## src/rtl/ppu_pkg.sv

```systemverilog
`default_nettype none

package ppu_pkg;

   localparam int POS_W      = 32;
   localparam int RAMP_W     = 16;
   localparam int TIME_W     = 40;
   localparam int PAL_W      = 8;
   localparam int KIND_W     = 3;
   localparam int FT_W       = 17;
   localparam int GRAV_W     = 16;
   localparam int DVEL_W     = FT_W + 2;
   localparam int GP_W       = FT_W + GRAV_W;
   localparam int GDIV_W     = 29;
   localparam int G30_W      = GP_W + 1;
   localparam int SAT_W      = 40;
   localparam int CSR_IDX_W  = 2;
   localparam int SETTLE_W   = 2;
   localparam int PRODP_W    = POS_W + FT_W + 1;
   localparam int PRODV_W    = POS_W + DVEL_W + 1;
   localparam int INC_W      = 21;

   localparam logic [KIND_W-1:0] KIND_STATIC   = 3'd0;
   localparam logic [KIND_W-1:0] KIND_GRAV     = 3'd1;
   localparam logic [KIND_W-1:0] KIND_SLOWGRAV = 3'd2;
   localparam logic [KIND_W-1:0] KIND_FIRE     = 3'd3;
   localparam logic [KIND_W-1:0] KIND_EXPLODE  = 3'd4;
   localparam logic [KIND_W-1:0] KIND_EXPLODE2 = 3'd5;
   localparam logic [KIND_W-1:0] KIND_BLOB     = 3'd6;
   localparam logic [KIND_W-1:0] KIND_BLOB2    = 3'd7;

   localparam logic [CSR_IDX_W-1:0] CSR_FRAME_TIME   = 2'd0;
   localparam logic [CSR_IDX_W-1:0] CSR_GRAVITY      = 2'd1;
   localparam logic [CSR_IDX_W-1:0] CSR_CURRENT_TIME = 2'd2;
   localparam logic [CSR_IDX_W-1:0] CSR_PAUSED       = 2'd3;

   localparam logic [GRAV_W-1:0]   GRAVITY_RESET = 16'd800;
   localparam logic [SETTLE_W-1:0] SETTLE_CYCLES = 2'd3;

   localparam logic [31:0] DIV5_MAGIC = 32'hCCCC_CCCD;
   localparam int          DIV5_SHIFT = 34;
   localparam logic [15:0] ROUND_HALF = 16'd32768;

   localparam logic [3:0]        RAMP_K_FIRE     = 4'd5;
   localparam logic [3:0]        RAMP_K_EXPLODE  = 4'd10;
   localparam logic [3:0]        RAMP_K_EXPLODE2 = 4'd15;
   localparam logic [RAMP_W-1:0] RAMP_END_FIRE   = 16'd24576;
   localparam logic [RAMP_W-1:0] RAMP_END_EXPL   = 16'd32768;
   localparam logic [RAMP_W-1:0] RAMP_MAX        = 16'hFFFF;
   localparam logic [INC_W-1:0]  RAMP_ROUND      = 21'd8;

   localparam logic signed [TIME_W-1:0] EXPIRED_TIME = 40'shFF_FFFF_0000;
   localparam logic signed [SAT_W-1:0]  SAT_HI       = 40'sh00_7FFF_FFFF;
   localparam logic signed [SAT_W-1:0]  SAT_LO       = 40'shFF_8000_0000;

   localparam logic [7:0][PAL_W-1:0] FIRE_TAB =
      {8'h00, 8'h00, 8'h03, 8'h04, 8'h05, 8'h06, 8'h6b, 8'h6d};
   localparam logic [7:0][PAL_W-1:0] EXPL_TAB =
      {8'h61, 8'h63, 8'h65, 8'h67, 8'h69, 8'h6b, 8'h6d, 8'h6f};
   localparam logic [7:0][PAL_W-1:0] EXPL2_TAB =
      {8'h66, 8'h68, 8'h6a, 8'h6b, 8'h6c, 8'h6d, 8'h6e, 8'h6f};

   typedef struct packed {
      logic [KIND_W-1:0]        kind;
      logic signed [POS_W-1:0]  pos_x;
      logic signed [POS_W-1:0]  pos_y;
      logic signed [POS_W-1:0]  pos_z;
      logic signed [POS_W-1:0]  vel_x;
      logic signed [POS_W-1:0]  vel_y;
      logic signed [POS_W-1:0]  vel_z;
      logic [RAMP_W-1:0]        ramp_in;
      logic signed [TIME_W-1:0] expiry;
      logic [PAL_W-1:0]         palette_index;
   } req_type;

   typedef struct packed {
      logic                     alive;
      logic signed [POS_W-1:0]  new_pos_x;
      logic signed [POS_W-1:0]  new_pos_y;
      logic signed [POS_W-1:0]  new_pos_z;
      logic signed [POS_W-1:0]  new_vel_x;
      logic signed [POS_W-1:0]  new_vel_y;
      logic signed [POS_W-1:0]  new_vel_z;
      logic [RAMP_W-1:0]        ramp_out;
      logic signed [TIME_W-1:0] new_expiry;
      logic [PAL_W-1:0]         new_palette_index;
   } rsp_type;

   typedef struct packed {
      logic [FT_W-1:0]   ft;
      logic [DVEL_W-1:0] dvel;
      logic [GDIV_W-1:0] grav;
      logic [G30_W-1:0]  grav30;
   } cfg_type;

   typedef struct packed {
      logic scale_en;
      logic scale_up;
      logic use_ft;
   } lane_mode_type;

   typedef struct packed {
      logic [KIND_W-1:0]        kind;
      logic [RAMP_W-1:0]        ramp;
      logic signed [TIME_W-1:0] expiry;
      logic [PAL_W-1:0]         pal;
      logic                     dead;
   } side_type;

   function automatic logic signed [POS_W-1:0] sat32(input logic signed [SAT_W-1:0] v);
      logic signed [POS_W-1:0] r;
      if (v > SAT_HI) begin
         r = SAT_HI[POS_W-1:0];
      end else if (v < SAT_LO) begin
         r = SAT_LO[POS_W-1:0];
      end else begin
         r = v[POS_W-1:0];
      end
      return r;
   endfunction

endpackage

`default_nettype wire

```

## src/rtl/ppu_lane.sv

```systemverilog
`default_nettype none

module ppu_lane import ppu_pkg::*; (
   input  logic                    clock,
   input  logic signed [POS_W-1:0] pos,
   input  logic signed [POS_W-1:0] vel,
   input  lane_mode_type           mode,
   input  cfg_type                 cfg,
   output logic signed [POS_W-1:0] new_pos,
   output logic signed [POS_W-1:0] new_vel
);

   logic signed [POS_W-1:0]   pos_ff, vel_ff;
   lane_mode_type             mode_ff;
   logic signed [PRODP_W-1:0] prodp_ff, prodp_in;
   logic signed [PRODV_W-1:0] prodv_ff, prodv_in;
   logic [DVEL_W-1:0]         factor;
   logic signed [POS_W-1:0]   new_pos_ff, new_pos_in;
   logic signed [POS_W-1:0]   new_vel_ff, new_vel_in;
   logic signed [PRODP_W-1:0] rp;
   logic signed [PRODV_W-1:0] rv;
   logic signed [SAT_W-1:0]   pos_sum, vel_up, vel_dn;

   always_comb begin
      factor   = mode.use_ft ? DVEL_W'(cfg.ft) : cfg.dvel;
      prodp_in = PRODP_W'(vel) * PRODP_W'($signed({1'b0, cfg.ft}));
      prodv_in = PRODV_W'(vel) * PRODV_W'($signed({1'b0, factor}));
   end

   always_ff @(posedge clock) begin
      pos_ff   <= pos;
      vel_ff   <= vel;
      mode_ff  <= mode;
      prodp_ff <= prodp_in;
      prodv_ff <= prodv_in;
   end

   always_comb begin
      rp      = prodp_ff + PRODP_W'(ROUND_HALF);
      rv      = prodv_ff + PRODV_W'(ROUND_HALF);
      pos_sum = SAT_W'(pos_ff) + SAT_W'($signed(rp[PRODP_W-1:16]));
      vel_up  = SAT_W'(vel_ff) + SAT_W'($signed(rv[PRODV_W-1:16]));
      vel_dn  = SAT_W'(vel_ff) - SAT_W'($signed(rv[PRODV_W-1:16]));
      new_pos_in = sat32(pos_sum);
      if (!mode_ff.scale_en) begin
         new_vel_in = vel_ff;
      end else if (mode_ff.scale_up) begin
         new_vel_in = sat32(vel_up);
      end else begin
         new_vel_in = sat32(vel_dn);
      end
   end

   always_ff @(posedge clock) begin
      new_pos_ff <= new_pos_in;
      new_vel_ff <= new_vel_in;
   end

   assign new_pos = new_pos_ff;
   assign new_vel = new_vel_ff;

endmodule

`default_nettype wire

```

## config.mk

```make
export PLATFORM = sky130hd
export DESIGN_NAME = ppu_lane
export DESIGN_NICKNAME = d
export VERILOG_FILES = /design/src/rtl/ppu_pkg.sv /design/src/rtl/ppu_lane.sv
export SDC_FILE = /design/constraint.sdc
export NUM_CORES = 2
export LEC_CHECK = 0
export CAP_MARGIN = 20
export CORE_MARGIN = 2
export CORE_UTILIZATION = 60
export CTS_BUF_LIST = sky130_fd_sc_hd__clkbuf_8
export DETAILED_ROUTE_END_ITERATION = 6
export DONT_BUFFER_PORTS = 1
export PLACE_DENSITY = 0.76
export SLEW_MARGIN = 20
export SYNTH_ARGS = -nofsm -noshare
export SYNTH_HDL_FRONTEND = slang
export SYNTH_SLANG_ARGS = --single-unit
```

## constraint.sdc

```tcl
create_clock -name clock -period 12.3 [get_ports clock]
set_input_delay 2.46 -clock clock [delete_from_list [all_inputs] [get_ports clock]]
set_output_delay 2.46 -clock clock [all_outputs]
set_load 0.01 [all_outputs]
```

==> results by group <==
Clock tree
  • TritonCTS Sinks: 202
  • Clk_lat worst skew: approximately 0.63 ns
  • Reg clk slew, reported paths: about 0.050 ns
  • H-Tree Level Count: 2
  • Post-cts sizing count: 0
  • Setup bufs post-CTS: 0
  • CTS buffer count: 39
  • Clock buffer depth: 3
  • Hold Buf Count CTS: 0
  • TritonCTS clock tree: built
  • Clk root buf: clkbuf_8

Global route
  • Antenna violations before repair: 16
  • Global route overflow: 0
  • Total GRT Usage: 0.300
  • Vias in the first global route: between 40k and 50k
  • Largest net degree at the start of global routing: 44
  • First-pass GRT wire length: about 220,000 µm

Logic synthesis
  • Sequential share of the synthesized area: 0.0773
  • Synth Net Count: around 7.6k
  • Ys flop type: dfxtp_1
  • Post-synth ARST share: 0
  • Post-Syn Area: approximately 52,000 µm²
  • Syn. warnings: 0
  • Synth Area per Inst: 8.87 µm²
  • FF+latch count, synth: slightly above 200
  • Syn Inst Count: 5,899
  • Post-synth EDFFs: 0
  • Yosys cell types: 83

Status
  • Status: completed

Floorplanning
  • Top Ports: approximately 230
  • DIE HEIGHT: approximately 300 µm
  • Starting density of the core: 0.604
  • Core Rows: about 110
  • Die X-Extent: approximately 300 µm
  • Core area: between 80,000 and 90,000 µm²
  • Die area: ~90,000 µm²

STA
  • Max-Slew Margin vs Limit: 0.223
  • Period utilization: 0.790
  • Worst Tran Pin Value: about 1.1 ns
  • Endpoints failing setup: 0
  • RSZ-0062 raised after global routing: no
  • Pins Over Slew Limit: 0
  • Fin Clk Skew: about 0.031 ns
  • Final TNS setup: 0 ns
  • F_max: between 100 and 150 MHz
  • Final Hold Viols: 0
  • Period minus WS final: 9.72 ns

Drt
  • Post-Route WL: between 100,000 and 150,000 µm
  • DR vias/cell: about 5.6
  • DRC viols: 0
  • Initial DRC Count: approximately 2.5k
  • DRT Pass-1 Iters: 5
  • Avg WL per Cell: 18.8 µm
  • Post-route ant nets: 0
  • DR vias: ~39k

Worst setup path
  • Crit-path most repeated cell: fa_1
  • Worst Path Required: approximately 13 ns
  • Startpoint types: input pin
  • Critical Path Max Stage Delay: around 0.91 ns
  • Slowest CP cell: mux2i_4
  • Highest fanout seen on the critical path: 24
  • Worst Path Buf+Inv: 4
  • Arr. time, crit path: 10.20 ns
  • Crit path kind: in2reg
  • Crit path max-delay family: adder cells
  • Crit path capture type: flip-flop

Run
  • MaxCap Viol Count: 0

Placement
  • Port Buffers: 0
  • Gpl congestion: about 0.94
  • DP HPWL: approximately 97,000 µm

Cells and area
  • Commonest cells after routing, fill and taps aside: 1,346 x inv_1, 1,124 x fa_1, 692 x nand2_1
  • Synth-to-Final Area Change: 2.65%
  • Leading cell type in the layout, fill and taps excluded: inv_1
  • Fin nets: around 7.3k
  • Share of layout cells above drive strength 1: 0.0264

Hold path
  • Hold Path Class: reg2reg
==> sequential cells by signal, summed over array words and instances (netlist names) <==
signal,cells
prodv_ff,37
new_pos,32
prodp_ff,35
mode_ff,2
vel_ff,32
pos_ff,32
new_vel,32
==> worst reg2reg max path: stages, from the launching register on <==
cell	delay, ns
dfxtp_1	0.38
nand3_1	0.11
nor2_1	0.16
nand4_1	0.20
or2_2	0.44
nor2_1	0.30
and3_1	0.22
xor2_1	0.28
ha_1	0.38
a21oi_1	0.30
o21ai_0	0.20
or3_1	0.38
or3_1	0.35
nand3_1	0.23
o2111ai_1	0.14
o311a_1	0.18
nor2b_1	0.18
a221oi_4	0.94
a31oi_1	0.11
o2bb2ai_1	0.30
==> worst paths after layout <==
kind                     start      endpoint  slack, ns  cells after the start
setup reg to reg  prodv_ff[17]   new_vel[27]       6.38                     19
hold reg to reg     vel_ff[13]   new_vel[13]       0.52                      2
hold / removal      vel_ff[13]   new_vel[13]       0.52                      2
setup / recovery       mode[0]  prodv_ff[51]       2.58                     25
==> layer usage <==
layer  routed length (µm)  vias to the layer above  track usage
li1                     -                    17200            -
met1                50500                    19400        0.386
met2                63000                     1584        0.514
met3                11400                      317       0.0608
met4                 3820                       16       0.0913
met5                  108                        -            0
==> per-stage QoR <==
step | utilization | hold WS (ns) | cells | worst slack (ns) | cell area, µm²
after global routing | 0.620 | 0.528 | 6844 | 2.35 | 53700
after CTS | 0.620 | 0.517 | 6841 | 2.56 | 53700
after global placement | 0.610 | 0.494 | 6774 | 2.00 | 52800
after floorplan | - | 0.463 | 5899 | 2.25 | 52300
final | 0.620 | 0.520 | 6845 | 2.58 | 53700
after detailed placement | 0.610 | 0.508 | 6774 | 1.90 | 52800
==> cell usage after synthesis, types with 43 or more instances <==
| master | count | area (µm²) |
|---|---|---|
| nand3_1 | 46 | 230 |
| ha_1 | 367 | 4590 |
| nor3_1 | 43 | 215 |
| xor2_1 | 73 | 639 |
| a21oi_1 | 173 | 866 |
| dfxtp_1 | 202 | 4040 |
| nor2_1 | 138 | 518 |
| nor2b_1 | 216 | 1350 |
| a31oi_1 | 44 | 275 |
| fa_1 | 1124 | 22500 |
| inv_1 | 1340 | 5030 |
| o21ai_0 | 66 | 330 |
| a21o_1 | 93 | 698 |
| xnor2_1 | 160 | 1400 |
| and2_1 | 390 | 2440 |
| nand2_1 | 692 | 2600 |
| clkbuf_1 | 269 | 1010 |
==> cells by family after synthesis <==
logic type / Yosys count / share of synthesized area
adder cells (fa/ha/maj): 1491 / 0.518
XOR/XNOR: 233 / 0.0390
flip-flops: 202 / 0.0773
AO/OA/AOI/OAI: 640 / 0.0838
buffers and inverters: 1638 / 0.118
AND/OR/NAND/NOR: 1675 / 0.160
multiplexers: 20 / 0.00411
==> final cells by class <==
| type | count | area, µm² |
|---|---|---|
| Multi-Input combinational cell | 4059 | 42200 |
| Fill cell | 7209 | 32900 |
| Inverter | 1341 | 5030 |
| Sequential cell | 202 | 4040 |
| Tap cell | 1155 | 1450 |
| Clock buffer | 50 | 688 |
| Timing Repair Buffer | 19 | 170 |
| Clock inverter | 17 | 140 |
| Antenna cell | 2 | 5.00 |
Power is not shown: default switching activity piles up to over one toggle a cycle in this logic, so the estimate is an artifact.
