===== config.mk =====
export PLATFORM = sky130hd
export DESIGN_NAME = ppu_merge
export DESIGN_NICKNAME = d
export VERILOG_FILES = /design/src/rtl/ppu_pkg.sv /design/src/rtl/ppu_merge.sv
export SDC_FILE = /design/constraint.sdc
export NUM_CORES = 1
export LEC_CHECK = 0
export ABC_AREA = 0
export BUFFER_PORTS_ARGS = -buffer_cell sky130_fd_sc_hd__buf_4
export CORE_AREA = 2 2 244 246
export CTS_CLUSTER_SIZE = 24
export DETAILED_ROUTE_END_ITERATION = 12
export DIE_AREA = 0 0 246 248
export PLACE_DENSITY = 0.57
export SKIP_CTS_REPAIR_TIMING = 1
export SLEW_MARGIN = 30
export SYNTH_ARGS = -nofsm -noshare
export SYNTH_HDL_FRONTEND = slang
export SYNTH_SLANG_ARGS = --single-unit

===== constraint.sdc =====
create_clock -name clock -period 13.6 [get_ports clock]
set_clock_uncertainty 0.05 [all_clocks]
set_input_delay 4.08 -clock clock [delete_from_list [all_inputs] [get_ports clock]]
set_output_delay 4.08 -clock clock [all_outputs]
set_load 0.02 [all_outputs]

===== src/rtl/ppu_pkg.sv =====
`default_nettype none

package ppu_pkg;

   localparam int POS_W      = 32;
   localparam int RAMP_W     = 16;
   localparam int TIME_W     = 40;
   localparam int PAL_W      = 8;
   localparam int KIND_W     = 3;
   localparam int FT_W       = 17;
   localparam int GRAV_W     = 16;
   localparam int DVEL_W     = FT_W + 2;
   localparam int GP_W       = FT_W + GRAV_W;
   localparam int GDIV_W     = 29;
   localparam int G30_W      = GP_W + 1;
   localparam int SAT_W      = 40;
   localparam int CSR_IDX_W  = 2;
   localparam int SETTLE_W   = 2;
   localparam int PRODP_W    = POS_W + FT_W + 1;
   localparam int PRODV_W    = POS_W + DVEL_W + 1;
   localparam int INC_W      = 21;

   localparam logic [KIND_W-1:0] KIND_STATIC   = 3'd0;
   localparam logic [KIND_W-1:0] KIND_GRAV     = 3'd1;
   localparam logic [KIND_W-1:0] KIND_SLOWGRAV = 3'd2;
   localparam logic [KIND_W-1:0] KIND_FIRE     = 3'd3;
   localparam logic [KIND_W-1:0] KIND_EXPLODE  = 3'd4;
   localparam logic [KIND_W-1:0] KIND_EXPLODE2 = 3'd5;
   localparam logic [KIND_W-1:0] KIND_BLOB     = 3'd6;
   localparam logic [KIND_W-1:0] KIND_BLOB2    = 3'd7;

   localparam logic [CSR_IDX_W-1:0] CSR_FRAME_TIME   = 2'd0;
   localparam logic [CSR_IDX_W-1:0] CSR_GRAVITY      = 2'd1;
   localparam logic [CSR_IDX_W-1:0] CSR_CURRENT_TIME = 2'd2;
   localparam logic [CSR_IDX_W-1:0] CSR_PAUSED       = 2'd3;

   localparam logic [GRAV_W-1:0]   GRAVITY_RESET = 16'd800;
   localparam logic [SETTLE_W-1:0] SETTLE_CYCLES = 2'd3;

   localparam logic [31:0] DIV5_MAGIC = 32'hCCCC_CCCD;
   localparam int          DIV5_SHIFT = 34;
   localparam logic [15:0] ROUND_HALF = 16'd32768;

   localparam logic [3:0]        RAMP_K_FIRE     = 4'd5;
   localparam logic [3:0]        RAMP_K_EXPLODE  = 4'd10;
   localparam logic [3:0]        RAMP_K_EXPLODE2 = 4'd15;
   localparam logic [RAMP_W-1:0] RAMP_END_FIRE   = 16'd24576;
   localparam logic [RAMP_W-1:0] RAMP_END_EXPL   = 16'd32768;
   localparam logic [RAMP_W-1:0] RAMP_MAX        = 16'hFFFF;
   localparam logic [INC_W-1:0]  RAMP_ROUND      = 21'd8;

   localparam logic signed [TIME_W-1:0] EXPIRED_TIME = 40'shFF_FFFF_0000;
   localparam logic signed [SAT_W-1:0]  SAT_HI       = 40'sh00_7FFF_FFFF;
   localparam logic signed [SAT_W-1:0]  SAT_LO       = 40'shFF_8000_0000;

   localparam logic [7:0][PAL_W-1:0] FIRE_TAB =
      {8'h00, 8'h00, 8'h03, 8'h04, 8'h05, 8'h06, 8'h6b, 8'h6d};
   localparam logic [7:0][PAL_W-1:0] EXPL_TAB =
      {8'h61, 8'h63, 8'h65, 8'h67, 8'h69, 8'h6b, 8'h6d, 8'h6f};
   localparam logic [7:0][PAL_W-1:0] EXPL2_TAB =
      {8'h66, 8'h68, 8'h6a, 8'h6b, 8'h6c, 8'h6d, 8'h6e, 8'h6f};

   typedef struct packed {
      logic [KIND_W-1:0]        kind;
      logic signed [POS_W-1:0]  pos_x;
      logic signed [POS_W-1:0]  pos_y;
      logic signed [POS_W-1:0]  pos_z;
      logic signed [POS_W-1:0]  vel_x;
      logic signed [POS_W-1:0]  vel_y;
      logic signed [POS_W-1:0]  vel_z;
      logic [RAMP_W-1:0]        ramp_in;
      logic signed [TIME_W-1:0] expiry;
      logic [PAL_W-1:0]         palette_index;
   } req_type;

   typedef struct packed {
      logic                     alive;
      logic signed [POS_W-1:0]  new_pos_x;
      logic signed [POS_W-1:0]  new_pos_y;
      logic signed [POS_W-1:0]  new_pos_z;
      logic signed [POS_W-1:0]  new_vel_x;
      logic signed [POS_W-1:0]  new_vel_y;
      logic signed [POS_W-1:0]  new_vel_z;
      logic [RAMP_W-1:0]        ramp_out;
      logic signed [TIME_W-1:0] new_expiry;
      logic [PAL_W-1:0]         new_palette_index;
   } rsp_type;

   typedef struct packed {
      logic [FT_W-1:0]   ft;
      logic [DVEL_W-1:0] dvel;
      logic [GDIV_W-1:0] grav;
      logic [G30_W-1:0]  grav30;
   } cfg_type;

   typedef struct packed {
      logic scale_en;
      logic scale_up;
      logic use_ft;
   } lane_mode_type;

   typedef struct packed {
      logic [KIND_W-1:0]        kind;
      logic [RAMP_W-1:0]        ramp;
      logic signed [TIME_W-1:0] expiry;
      logic [PAL_W-1:0]         pal;
      logic                     dead;
   } side_type;

   function automatic logic signed [POS_W-1:0] sat32(input logic signed [SAT_W-1:0] v);
      logic signed [POS_W-1:0] r;
      if (v > SAT_HI) begin
         r = SAT_HI[POS_W-1:0];
      end else if (v < SAT_LO) begin
         r = SAT_LO[POS_W-1:0];
      end else begin
         r = v[POS_W-1:0];
      end
      return r;
   endfunction

endpackage

`default_nettype wire


===== src/rtl/ppu_merge.sv =====
`default_nettype none

module ppu_merge import ppu_pkg::*; (
   input  logic                    clock,
   input  logic                    reset,
   input  logic                    valid,
   input  side_type                side,
   input  cfg_type                 cfg,
   input  logic signed [POS_W-1:0] pos_x,
   input  logic signed [POS_W-1:0] pos_y,
   input  logic signed [POS_W-1:0] pos_z,
   input  logic signed [POS_W-1:0] vel_x,
   input  logic signed [POS_W-1:0] vel_y,
   input  logic signed [POS_W-1:0] vel_z,
   output logic                    rsp_strobe,
   output rsp_type                 rsp_data
);

   logic                    strobe_ff;
   rsp_type                 rsp_ff, rsp_in;
   logic signed [SAT_W-1:0] vz, vz_adj;
   logic [3:0]              ramp_k;
   logic [RAMP_W-1:0]       ramp_end;
   logic                    has_ramp;
   logic [INC_W-1:0]        inc_full;
   logic [RAMP_W+1:0]       ramp_sum;
   logic [RAMP_W-1:0]       ramp_new;
   logic                    ramp_done;
   logic [2:0]              ramp_idx;
   logic [PAL_W-1:0]        pal_tab;

   always_comb begin
      vz = SAT_W'(vel_z);
      case (side.kind)
         KIND_GRAV, KIND_SLOWGRAV, KIND_BLOB, KIND_BLOB2: vz_adj = vz - SAT_W'(cfg.grav);
         KIND_FIRE:                                       vz_adj = vz + SAT_W'(cfg.grav);
         KIND_EXPLODE, KIND_EXPLODE2:                     vz_adj = vz - SAT_W'(cfg.grav30);
         default:                                         vz_adj = vz;
      endcase

      case (side.kind)
         KIND_FIRE: begin
            has_ramp = 1'b1;
            ramp_k   = RAMP_K_FIRE;
            ramp_end = RAMP_END_FIRE;
         end
         KIND_EXPLODE: begin
            has_ramp = 1'b1;
            ramp_k   = RAMP_K_EXPLODE;
            ramp_end = RAMP_END_EXPL;
         end
         KIND_EXPLODE2: begin
            has_ramp = 1'b1;
            ramp_k   = RAMP_K_EXPLODE2;
            ramp_end = RAMP_END_EXPL;
         end
         default: begin
            has_ramp = 1'b0;
            ramp_k   = '0;
            ramp_end = RAMP_END_EXPL;
         end
      endcase

      inc_full  = INC_W'(cfg.ft) * INC_W'(ramp_k) + RAMP_ROUND;
      ramp_sum  = (RAMP_W+2)'(side.ramp) + (RAMP_W+2)'(inc_full[INC_W-1:4]);
      ramp_new  = (ramp_sum[RAMP_W+1:RAMP_W] != 2'b00) ? RAMP_MAX : ramp_sum[RAMP_W-1:0];
      ramp_done = (ramp_new >= ramp_end);
      ramp_idx  = ramp_new[14:12];

      case (side.kind)
         KIND_FIRE:    pal_tab = FIRE_TAB[ramp_idx];
         KIND_EXPLODE: pal_tab = EXPL_TAB[ramp_idx];
         default:      pal_tab = EXPL2_TAB[ramp_idx];
      endcase

      rsp_in = '0;
      if (!side.dead) begin
         rsp_in.alive             = 1'b1;
         rsp_in.new_pos_x         = pos_x;
         rsp_in.new_pos_y         = pos_y;
         rsp_in.new_pos_z         = pos_z;
         rsp_in.new_vel_x         = vel_x;
         rsp_in.new_vel_y         = vel_y;
         rsp_in.new_vel_z         = sat32(vz_adj);
         rsp_in.ramp_out          = side.ramp;
         rsp_in.new_expiry        = side.expiry;
         rsp_in.new_palette_index = side.pal;
         if (has_ramp) begin
            rsp_in.ramp_out = ramp_new;
            if (ramp_done) begin
               rsp_in.new_expiry = EXPIRED_TIME;
            end else begin
               rsp_in.new_palette_index = pal_tab;
            end
         end
      end
   end

   always_ff @(posedge clock) begin
      if (reset) begin
         strobe_ff <= 1'b0;
      end else begin
         strobe_ff <= valid;
      end
   end

   always_ff @(posedge clock) begin
      rsp_ff <= rsp_in;
   end

   assign rsp_strobe = strobe_ff;
   assign rsp_data   = rsp_ff;

endmodule

`default_nettype wire


==> metrics.md, run 1 <==
| Metric | Value |
|---|---|
| Register area | `5165 um2` |
| DRT iter0 DRCs | `roughly 1100` |
| Initial Utilization | `between 20% and 30%` |
| Crit-path max cell delay | `approximately 0.54 ns` |
| H-tree levels | `1` |
| Sum Neg Setup Slack | `0 ns` |
| Via-to-Cell Ratio | `slightly below 5` |
| Xor and xnor fraction of the mapped netlist area | `5.127%` |
| Vias in the first global route | `15870` |
| Post-Syn Nets | `2432` |
| Worst path slowest cell | `or4_1` |
| Worst setup margin | `a little under 0.7 ns` |
| CTS tree | `yes` |
| Num ports | `slightly above 600` |
| Area grow syn2layout | `38.48%` |
| Full die area | `61010 um2` |
| Remaining Overflow, GRT | `0` |
| Clock Power Share | `between 30% and 40%` |
| Largest cells by area after synthesis | `dfxtp_1, ha_1, nor2b_1, a21oi_1, fa_1` |
| Synth async-reset ratio | `0%` |
| Compound-Gate Fraction of Synth Area | `between 20% and 30%` |
| Syn avg cell area | `between 8 and 9 um2` |
| Post-synth top cells | `dfxtp_1, nor2b_1, a21oi_1` |
| Clock Sink Count | `about 260` |
| Largest family of logic cells by synthesized area | `compound AO/OA/AOI/OAI gates` |
| Vias | `16070` |
| FILL cells | `a little under 6000` |
| CTS Buf Count | `29` |
| Fraction of layout cells with a size suffix above 1 | `29.33%` |
| Yosys top cell area share | `around a third` |
| Seq pwr share | `31.8%` |
| First-pass GRT wire length | `102900 um` |
| Max Freq | `between 0.07 and 0.08 GHz` |
| FF+latch count, synth | `roughly 260` |
| RSZ-0062 raised after global routing | `false` |
| Post-synthesis sequential area ratio | `a little under a third` |
| Worst Hold Class | `input port to register` |
| Most frequent cell after synthesis | `dfxtp_1` |
| Worst slack at placement | `-0.05182 ns` |
| Slew of the pin with the lowest slew margin | `between 0.9 and 1 ns` |
| Largest net degree at the start of global routing | `86` |
| Max cap viols | `0` |
| Core ar. | `about 58000 um2` |
| GRT Overall Usage | `22.61%` |
| CP Class | `input port to register` |
| Post-route ant nets | `0` |
| Synthesis warning total | `0` |
| Adder-cell area share of the yosys netlist | `~16%` |
| Drt first pass iters | `6` |
| Power Internal | `approximately 1700 uW` |
| EDFF count, synth | `0` |
| Crit path capture type | `register` |
| Clk buf depth | `3` |
| Initial antenna violation count | `11` |
| Number of buffers added on ports | `600` |
| WL final | `73340 um` |
| Power Density | `118.5 nW/um2` |
| DR WL/cell | `22.66 um` |
| Mapped Cells | `1879` |
| Die width | `roughly 250 um` |
| Sw Ratio | `35.76%` |
| Worst-path fanout max | `16` |
| Area leader, netlist | `dfxtp_1` |
| Worst path required time | `approximately 14 ns` |
| Worst VDD drop | `0.1046 mV` |
| Psw | `952.1 uW` |
| Post-synthesis simple-gate area fraction | `a little under a fifth` |
| Post-Route Utilization | `about two fifths` |
| LEAKAGE | `roughly 0.011 uW` |
| Min cycle time layout | `roughly 13 ns` |
| DP Wirelength | `60240 um` |
| Cell variety after synth | `90` |
| Final-report max-slew violation count | `0` |
| Startpoint types | `input port` |
| Worst EP arrival | `between 10 and 15 ns` |
| Reg clk slew, reported paths | `around 0.060 ns` |
| Top FF cell, synth | `dfxtp_1` |
| Residual DRC | `0` |
| FP Rows | `89` |
| Slew headroom | `a little under 40%` |
| Final setup violation count | `0` |
| Die Y | `248 um` |
| Multi-input combinational cell area | `between 10000 and 15000 um2` |
| Synthesized area | `between 15000 and 20000 um2` |
| Net count, final | `approximately 3000` |
| Clock root buffer | `clkbuf_16` |
| Post-synthesis mux area share | `less than 1%` |
| GP Congestion | `around 0.92` |
| Status | `completed` |
| Final Cycle Share | `around 95%` |
| Power share of the combinational group | `36.7%` |
| Hold Vio Cnt, Final | `0` |
-- power by group through the flow --
| stage | Combinational (uW) | Sequential, uW | Clock [uW] |
|---|---|---|---|
| 2_1_floorplan | 505 | 942 | 0 |
| 3_3_place_gp | 957 | 863 | 0 |
| 3_5_place_dp | 968 | 864 | 0 |
| 4_1_cts | 974 | 848 | 863 |
| 5_1_grt | 1050 | 852 | 890 |
| 6_report | 978 | 847 | 838 |
-- placed cells by master, fill, tap and decap left out, types with 8 or more instances in the layout --
master       n
and2_1      12
o221ai_1     8
a22oi_1      8
o21a_1      15
fa_1        35
buf_4      620
nand2b_1    26
a21oi_1    165
and3_1      28
nand3_1      9
or3_1        9
nor2b_1    172
o31ai_1     20
inv_1      154
nor2_1     129
o31ai_2     14
a21o_1      29
o21ai_1      9
a221oi_1    13
dfxtp_1    258
o21bai_1    24
nand4_1     16
o21ai_0     60
nor3_1      40
clkbuf_16   29
a211oi_1    12
xnor2_1     58
a31oi_1     17
o22ai_1     12
xor2_1      37
nand2_1     93
ha_1       156
o211ai_1    19
-- routing by layer --
layer	vias to the layer above	track usage, %	share of wire [%]
met5	-	0	0.034
met4	4	9.822	4.1
met3	123	4.077	6.8
met2	641	39.35	49
met1	7651	27.19	40
li1	7653	-	-
-- stage by stage --
step | hold WS [ns] | total power, uW | std cells | cell area (um2)
floorplan | 4.102 | 1447 | 1879 | 16230
global placement | 4.231 | 1820 | 3177 | 21440
detailed placement | 4.230 | 1832 | 3177 | 21440
CTS | 3.621 | 2685 | 3231 | 22450
global route | 3.620 | 2796 | 3236 | 22470
finish | 3.647 | 2663 | 3237 | 22470
-- flip-flops by register name, indices dropped and copies added, names as in the netlist --
signal / flops
rsp_strobe: 1
rsp_data: 257
-- final timing paths --
path / start / to / slack (ns) / depth (start not counted)
worst max-delay path: side[65] / rsp_data[19]$_SDFF_PP0_ / 0.67 / 40
worst min-delay path: reset / rsp_strobe$_SDFF_PP0_ / 3.65 / 2
-- critical path: cells and delay by family --
family          cells  cell delay [ns]
compound gates     13             2.63
fa+ha+maj           6             2.38
buf+inv             7             1.14
mux                 1             0.17
xor+xnor            1             0.17
simple gates       12             2.72
-- cell type report --
| type | count | area share, % |
|---|---|---|
| multi-input cells | 1368 | 44.76 |
| repair buffers | 621 | 20.77 |
| inverters | 157 | 2.622 |
| clock buffers | 42 | 3.714 |
| diodes | 6 | 0.06681 |
| well taps | 773 | 4.304 |
| clock inverters | 12 | 0.7739 |
| flip-flops and latches | 258 | 22.98 |
-- logic make-up (layout without fill, tap and decap cells) --
| kind of cell | count (synthesis) | after routing |
|---|---|---|
| other | 0 | 6 |
| adder cells (fa/ha/maj) | 191 | 191 |
| XOR/XNOR | 95 | 95 |
| AND/OR/NAND/NOR | 571 | 571 |
| multiplexers | 4 | 4 |
| buffers and inverters | 253 | 832 |
| flip-flops | 258 | 258 |
| AO/OA/AOI/OAI | 507 | 507 |
(Power assumes the default switching activity.)
==> run 2, diff against run 1 <==
Settings changed: CORE_AREA 2 2 244 246 to 5 5 240 242, DIE_AREA 0 0 246 248 to 0 0 245 247, PLACE_DENSITY 0.57 to not set.
==> run 2 against run 1 <==
  * Combinational power shrank 0.5%
  * Count of clock-buffer cells in the layout shrank 1
  * Worst setup slack lost 0.021 ns
  * Worst hold slack lost 0.038 ns
  * Fmax shrank 0.16%
  * Critical path type unchanged
==> metrics.md, run 2 (synthesis results as in run 1) <==
| Metric | Value |
|---|---|
| Status | `completed` |
| Max Freq | `roughly 0.077 GHz` |
| CP delay by family, top | `compound AO/OA/AOI/OAI gates` |
| Slew of the pin with the lowest slew margin | `a little over 0.9 ns` |
| Reg clk slew, reported paths | `about 0.06 ns` |
| Startpoint types | `input port` |
| Worst EP arrival | `roughly 13 ns` |
| CTS Buf Count | `29` |
| Max cap viols | `0` |
| Drt first pass iters | `6` |
| Worst VDD drop | `between 0.08 and 0.09 mV` |
| Die width | `roughly 250 um` |
| Hold path depth | `2` |
| Full die area | `a little over 60000 um2` |
| Initial antenna violation count | `13` |
| Final-report max-slew violation count | `0` |
| First-pass GRT wire length | `107600 um` |
| GRT Overall Usage | `between 20% and 30%` |
| Worst path bufs/invs | `7` |
| Most frequent CP cell | `a21oi_1` |
| Fin area | `roughly 22000 um2` |
| Vias | `16000` |
| Vias in the first global route | `about 16000` |
| CP Class | `input port to register` |
| Core ar. | `between 50000 and 60000 um2` |
| Post-route ant nets | `0` |
| Die Y | `247 um` |
| Post-Layout Cell Count | `roughly 3200` |
| FP Rows | `86` |
| Net count, final | `slightly below 3000` |
| Worst hold endpoint | `rsp_strobe$_SDFF_PP0_` |
| RSZ-0062 raised after global routing | `false` |
| Slew headroom | `a little under two fifths` |
| Power Density | `~120 nW/um2` |
| FILL cells | `5557` |
| Via-to-Cell Ratio | `5.058` |
| Crit-path max cell delay | `about 0.56 ns` |
| Placed Area | `21330 um2` |
| Critical hold path startpoint | `reset` |
| Min cycle time layout | `approximately 13 ns` |
| DP Wirelength | `63200 um` |
| GP Congestion | `just under 1` |
| H-tree levels | `1` |
| Clk buf depth | `3` |
| Worst Hold Class | `input port to register` |
| Area grow syn2layout | `37.57%` |
| Commonest non-fill, non-tap cell in the layout | `buf_4` |
| Placed Cells | `3105` |
| Number of buffers added on ports | `600` |
| Hold Vio Cnt, Final | `0` |
| Max FFs per register | `roughly 260` |
| Crit path capture type | `register` |
| Clock Sink Count | `~260` |
| Initial Utilization | `29.57%` |
| Final setup violation count | `0` |
| CTS tree | `yes` |
| DR WL/cell | `approximately 24 um` |
| DRT iter0 DRCs | `approximately 1100` |
| Final Cycle Share | `between 90% and 100%` |
| Num ports | `620` |
| Fraction of layout cells with a size suffix above 1 | `between 20 and 30%` |
| Most frequent cells in the layout | `buf_4, dfxtp_1, nor2b_1` |
| Clock root buffer | `clkbuf_16` |
| Residual DRC | `0` |
| Worst path required time | `14.06 ns` |
| CP Depth | `41` |
| Remaining Overflow, GRT | `0` |
| Largest net degree at the start of global routing | `approximately 100` |
| Worst path slowest cell | `or4_1` |
| Worst-path fanout max | `16` |
| WL final | `between 70000 and 80000 um` |
| LEAKAGE | `roughly 0.011 uW` |
[run 2: power breakdown]
group | internal (uW) | switching [uW] | total [uW]
registers | 823 | 22.4 | 845
clock network | 458 | 336 | 793
logic | 396 | 577 | 973
total | 1680 | 935 | 2610
[run 2: per-stage QoR]
stage | util [%] | TNS [ns] | setup WS, ns | power (uW) | hold WS, ns
after global placement | 38.88 | 0 | 0.1151 | 1818 | 4.194
after global routing | 40.67 | 0 | 0.04066 | 2756 | 3.592
after floorplan | - | 0 | 0.7549 | 1447 | 4.102
after detailed placement | 38.88 | -1.067 | -0.07814 | 1828 | 4.196
final | 40.68 | 0 | 0.6540 | 2612 | 3.609
after CTS | 40.64 | 0 | 0.5060 | 2635 | 3.576
[run 2: layer usage]
layer  track usage, %  wire length (um)  up-vias
li1                 -                 -     7657
met1            26.84             28760     7616
met2            42.67             38010      611
met3            6.993              6276       99
met4            6.881              2394       14
met5                0                88        -
[run 2: area by class of cell]
cell class              instances  area, um2  share of cell area (%)
clock buffers                  41      850.8                   3.811
clock inverters                13      117.6                  0.5268
multi-input cells            1368      10060                   45.07
inverters                     157      589.3                   2.640
well taps                     704      880.8                   3.946
flip-flops and latches        258       5165                   23.14
diodes                          4      10.01                 0.04484
repair buffers                618       4649                   20.83
[run 2: how the worst max path moves through the flow]
stage | startpoint | slack [ns] | endpoint
3_5_place_dp | side[65] | -0.08 | rsp_data[20]$_SDFF_PP0_
5_1_grt | side[65] | 0.04 | rsp_data[6]$_SDFF_PP0_
4_1_cts | side[65] | 0.51 | rsp_data[20]$_SDFF_PP0_
6_report | side[65] | 0.65 | rsp_data[6]$_SDFF_PP0_
2_1_floorplan | side[67] | 0.75 | rsp_data[14]$_SDFF_PP0_
3_3_place_gp | side[65] | 0.12 | rsp_data[11]$_SDFF_PP0_
==> run 3, diff against run 2 <==
Settings changed: PLACE_DENSITY_LB_ADDON set to 0.25.
==> run 3 against run 2 <==
  * Sequential power is essentially flat
  * Worst setup slack gained 0.23 ns
  * First-iteration DRC count shrank 16%
  * Die area is the same
==> metrics.md, run 3 (synthesis results as in run 1) <==
| Metric | Value |
|---|---|
| Status | `completed` |
| FP Rows | `86` |
| Min cycle time layout | `12.71 ns` |
| Area grow syn2layout | `38.31%` |
| GRT Overall Usage | `between 20% and 30%` |
| Residual DRC | `0` |
| Net count, final | `between 2000 and 3000` |
| Reg clk slew, reported paths | `0.06 ns` |
| Post-Layout Cell Count | `3167` |
| Fraction of layout cells with a size suffix above 1 | `around 29%` |
| Placed Cells | `3104` |
| Worst slack at placement | `-0.2914 ns` |
| Core ar. | `about 55000 um2` |
| Clock root buffer | `clkbuf_16` |
| Vias | `between 15000 and 20000` |
| Worst-path fanout max | `25` |
| Max cap viols | `0` |
| DRT iter0 DRCs | `921` |
| Full die area | `60520 um2` |
| Commonest non-fill, non-tap cell in the layout | `buf_4` |
| CP delay by family, top | `compound AO/OA/AOI/OAI gates` |
| Crit-path max cell delay | `approximately 0.54 ns` |
| DR WL/cell | `~23 um` |
| Worst EP arrival | `between 10 and 15 ns` |
| GP Congestion | `approximately 0.96` |
| DP Wirelength | `around 62000 um` |
| Max Freq | `0.07867 GHz` |
| Num ports | `620` |
| First-pass GRT wire length | `around 100000 um` |
| FILL cells | `roughly 5500` |
| H-tree levels | `1` |
| Final setup violation count | `0` |
| CP Class | `input port to register` |
| GR peak layer | `met2` |
| Slew of the pin with the lowest slew margin | `roughly 0.98 ns` |
| Met2 usage | `approximately 40%` |
| Drt first pass iters | `5` |
| Worst path required time | `14.05 ns` |
| Final Cycle Share | `between 90% and 100%` |
| Power Density | `120.4 nW/um2` |
| M3 GR Usage | `under 10%` |
| M1 GR Usage | `between 20 and 30%` |
| Initial Utilization | `29.57%` |
| Most frequent CP cell | `a21oi_1` |
| Clock Sink Count | `between 200 and 300` |
| Largest net degree at the start of global routing | `between 80 and 90` |
| Crit path capture type | `register` |
| Number of buffers added on ports | `600` |
| Worst setup margin | `roughly 0.89 ns` |
| Hold Vio Cnt, Final | `0` |
| CTS tree | `yes` |
| Worst path bufs/invs | `8` |
| Via-to-Cell Ratio | `5.040` |
| Startpoint types | `input port` |
| LEAKAGE | `around 0.011 uW` |
| Worst path slowest cell | `or4_1` |
| Die width | `approximately 250 um` |
| Most frequent cells in the layout | `buf_4, dfxtp_1, nor2b_1` |
| Remaining Overflow, GRT | `0` |
| Max FFs per register | `~260` |
| Vias in the first global route | `~16000` |
| RSZ-0062 raised after global routing | `false` |
| CTS Buf Count | `29` |
| Post-route ant nets | `0` |
| Final-report max-slew violation count | `0` |
| Slew headroom | `32.81%` |
| Worst VDD drop | `0.08858 mV` |
| Die Y | `between 200 and 250 um` |
| Clk buf depth | `3` |
| Initial antenna violation count | `17` |
| WL final | `around 74000 um` |
| Worst Hold Class | `input port to register` |
run 3: cell count changes in the layout (fill, tap and decap cells not counted), moves of 2 or more:
cell | before | now
bufinv_16 | 1 | 6
diode_2 | 4 | 9
inv_6 | 6 | 3
clkbuf_8 | 9 | 7
run 3: layer usage:
metal	up-vias	part of all wire [%]	wire length, um
li1	7641	-	-
met1	7615	37	27610
met2	574	50	36880
met3	120	7.2	5340
met4	12	5.1	3794
met5	-	0.096	71
run 3: path summary, 6_finish.rpt:
| check | from | end | depth (start not counted) |
|---|---|---|---|
| setup / recovery | side[65] | rsp_data[35]$_SDFF_PP0_ | 41 |
| hold / removal | reset | rsp_strobe$_SDFF_PP0_ | 2 |
run 3: area by class of cell:
cell class	instances	area, um2	area share, %
antenna	9	22.52	0.1003
inverter	157	589.3	2.626
clock inverter	16	269.0	1.199
timing repair buffer	617	4638	20.66
tap	704	880.8	3.924
multi-input combinational	1368	10060	44.82
sequential	258	5165	23.01
clock buffer	38	819.5	3.651
run 3: power by group:
part / total, uW / internal (uW) / switching [uW]
combinational: 968 / 396 / 572
sequential: 848 / 823 / 24.6
clock: 888 / 543 / 344
run 3: per-stage QoR:
step,cell area [um2],hold WS [ns],power (uW),setup TNS (ns),util (%)
CTS,22410,3.616,2723,0,40.84
floorplan,16230,4.102,1447,0,-
global route,22440,3.620,2847,0,40.89
detailed placement,21320,4.229,1825,-4.798,38.85
finish,22450,3.642,2704,0,40.90
global placement,21320,4.221,1815,0,38.85
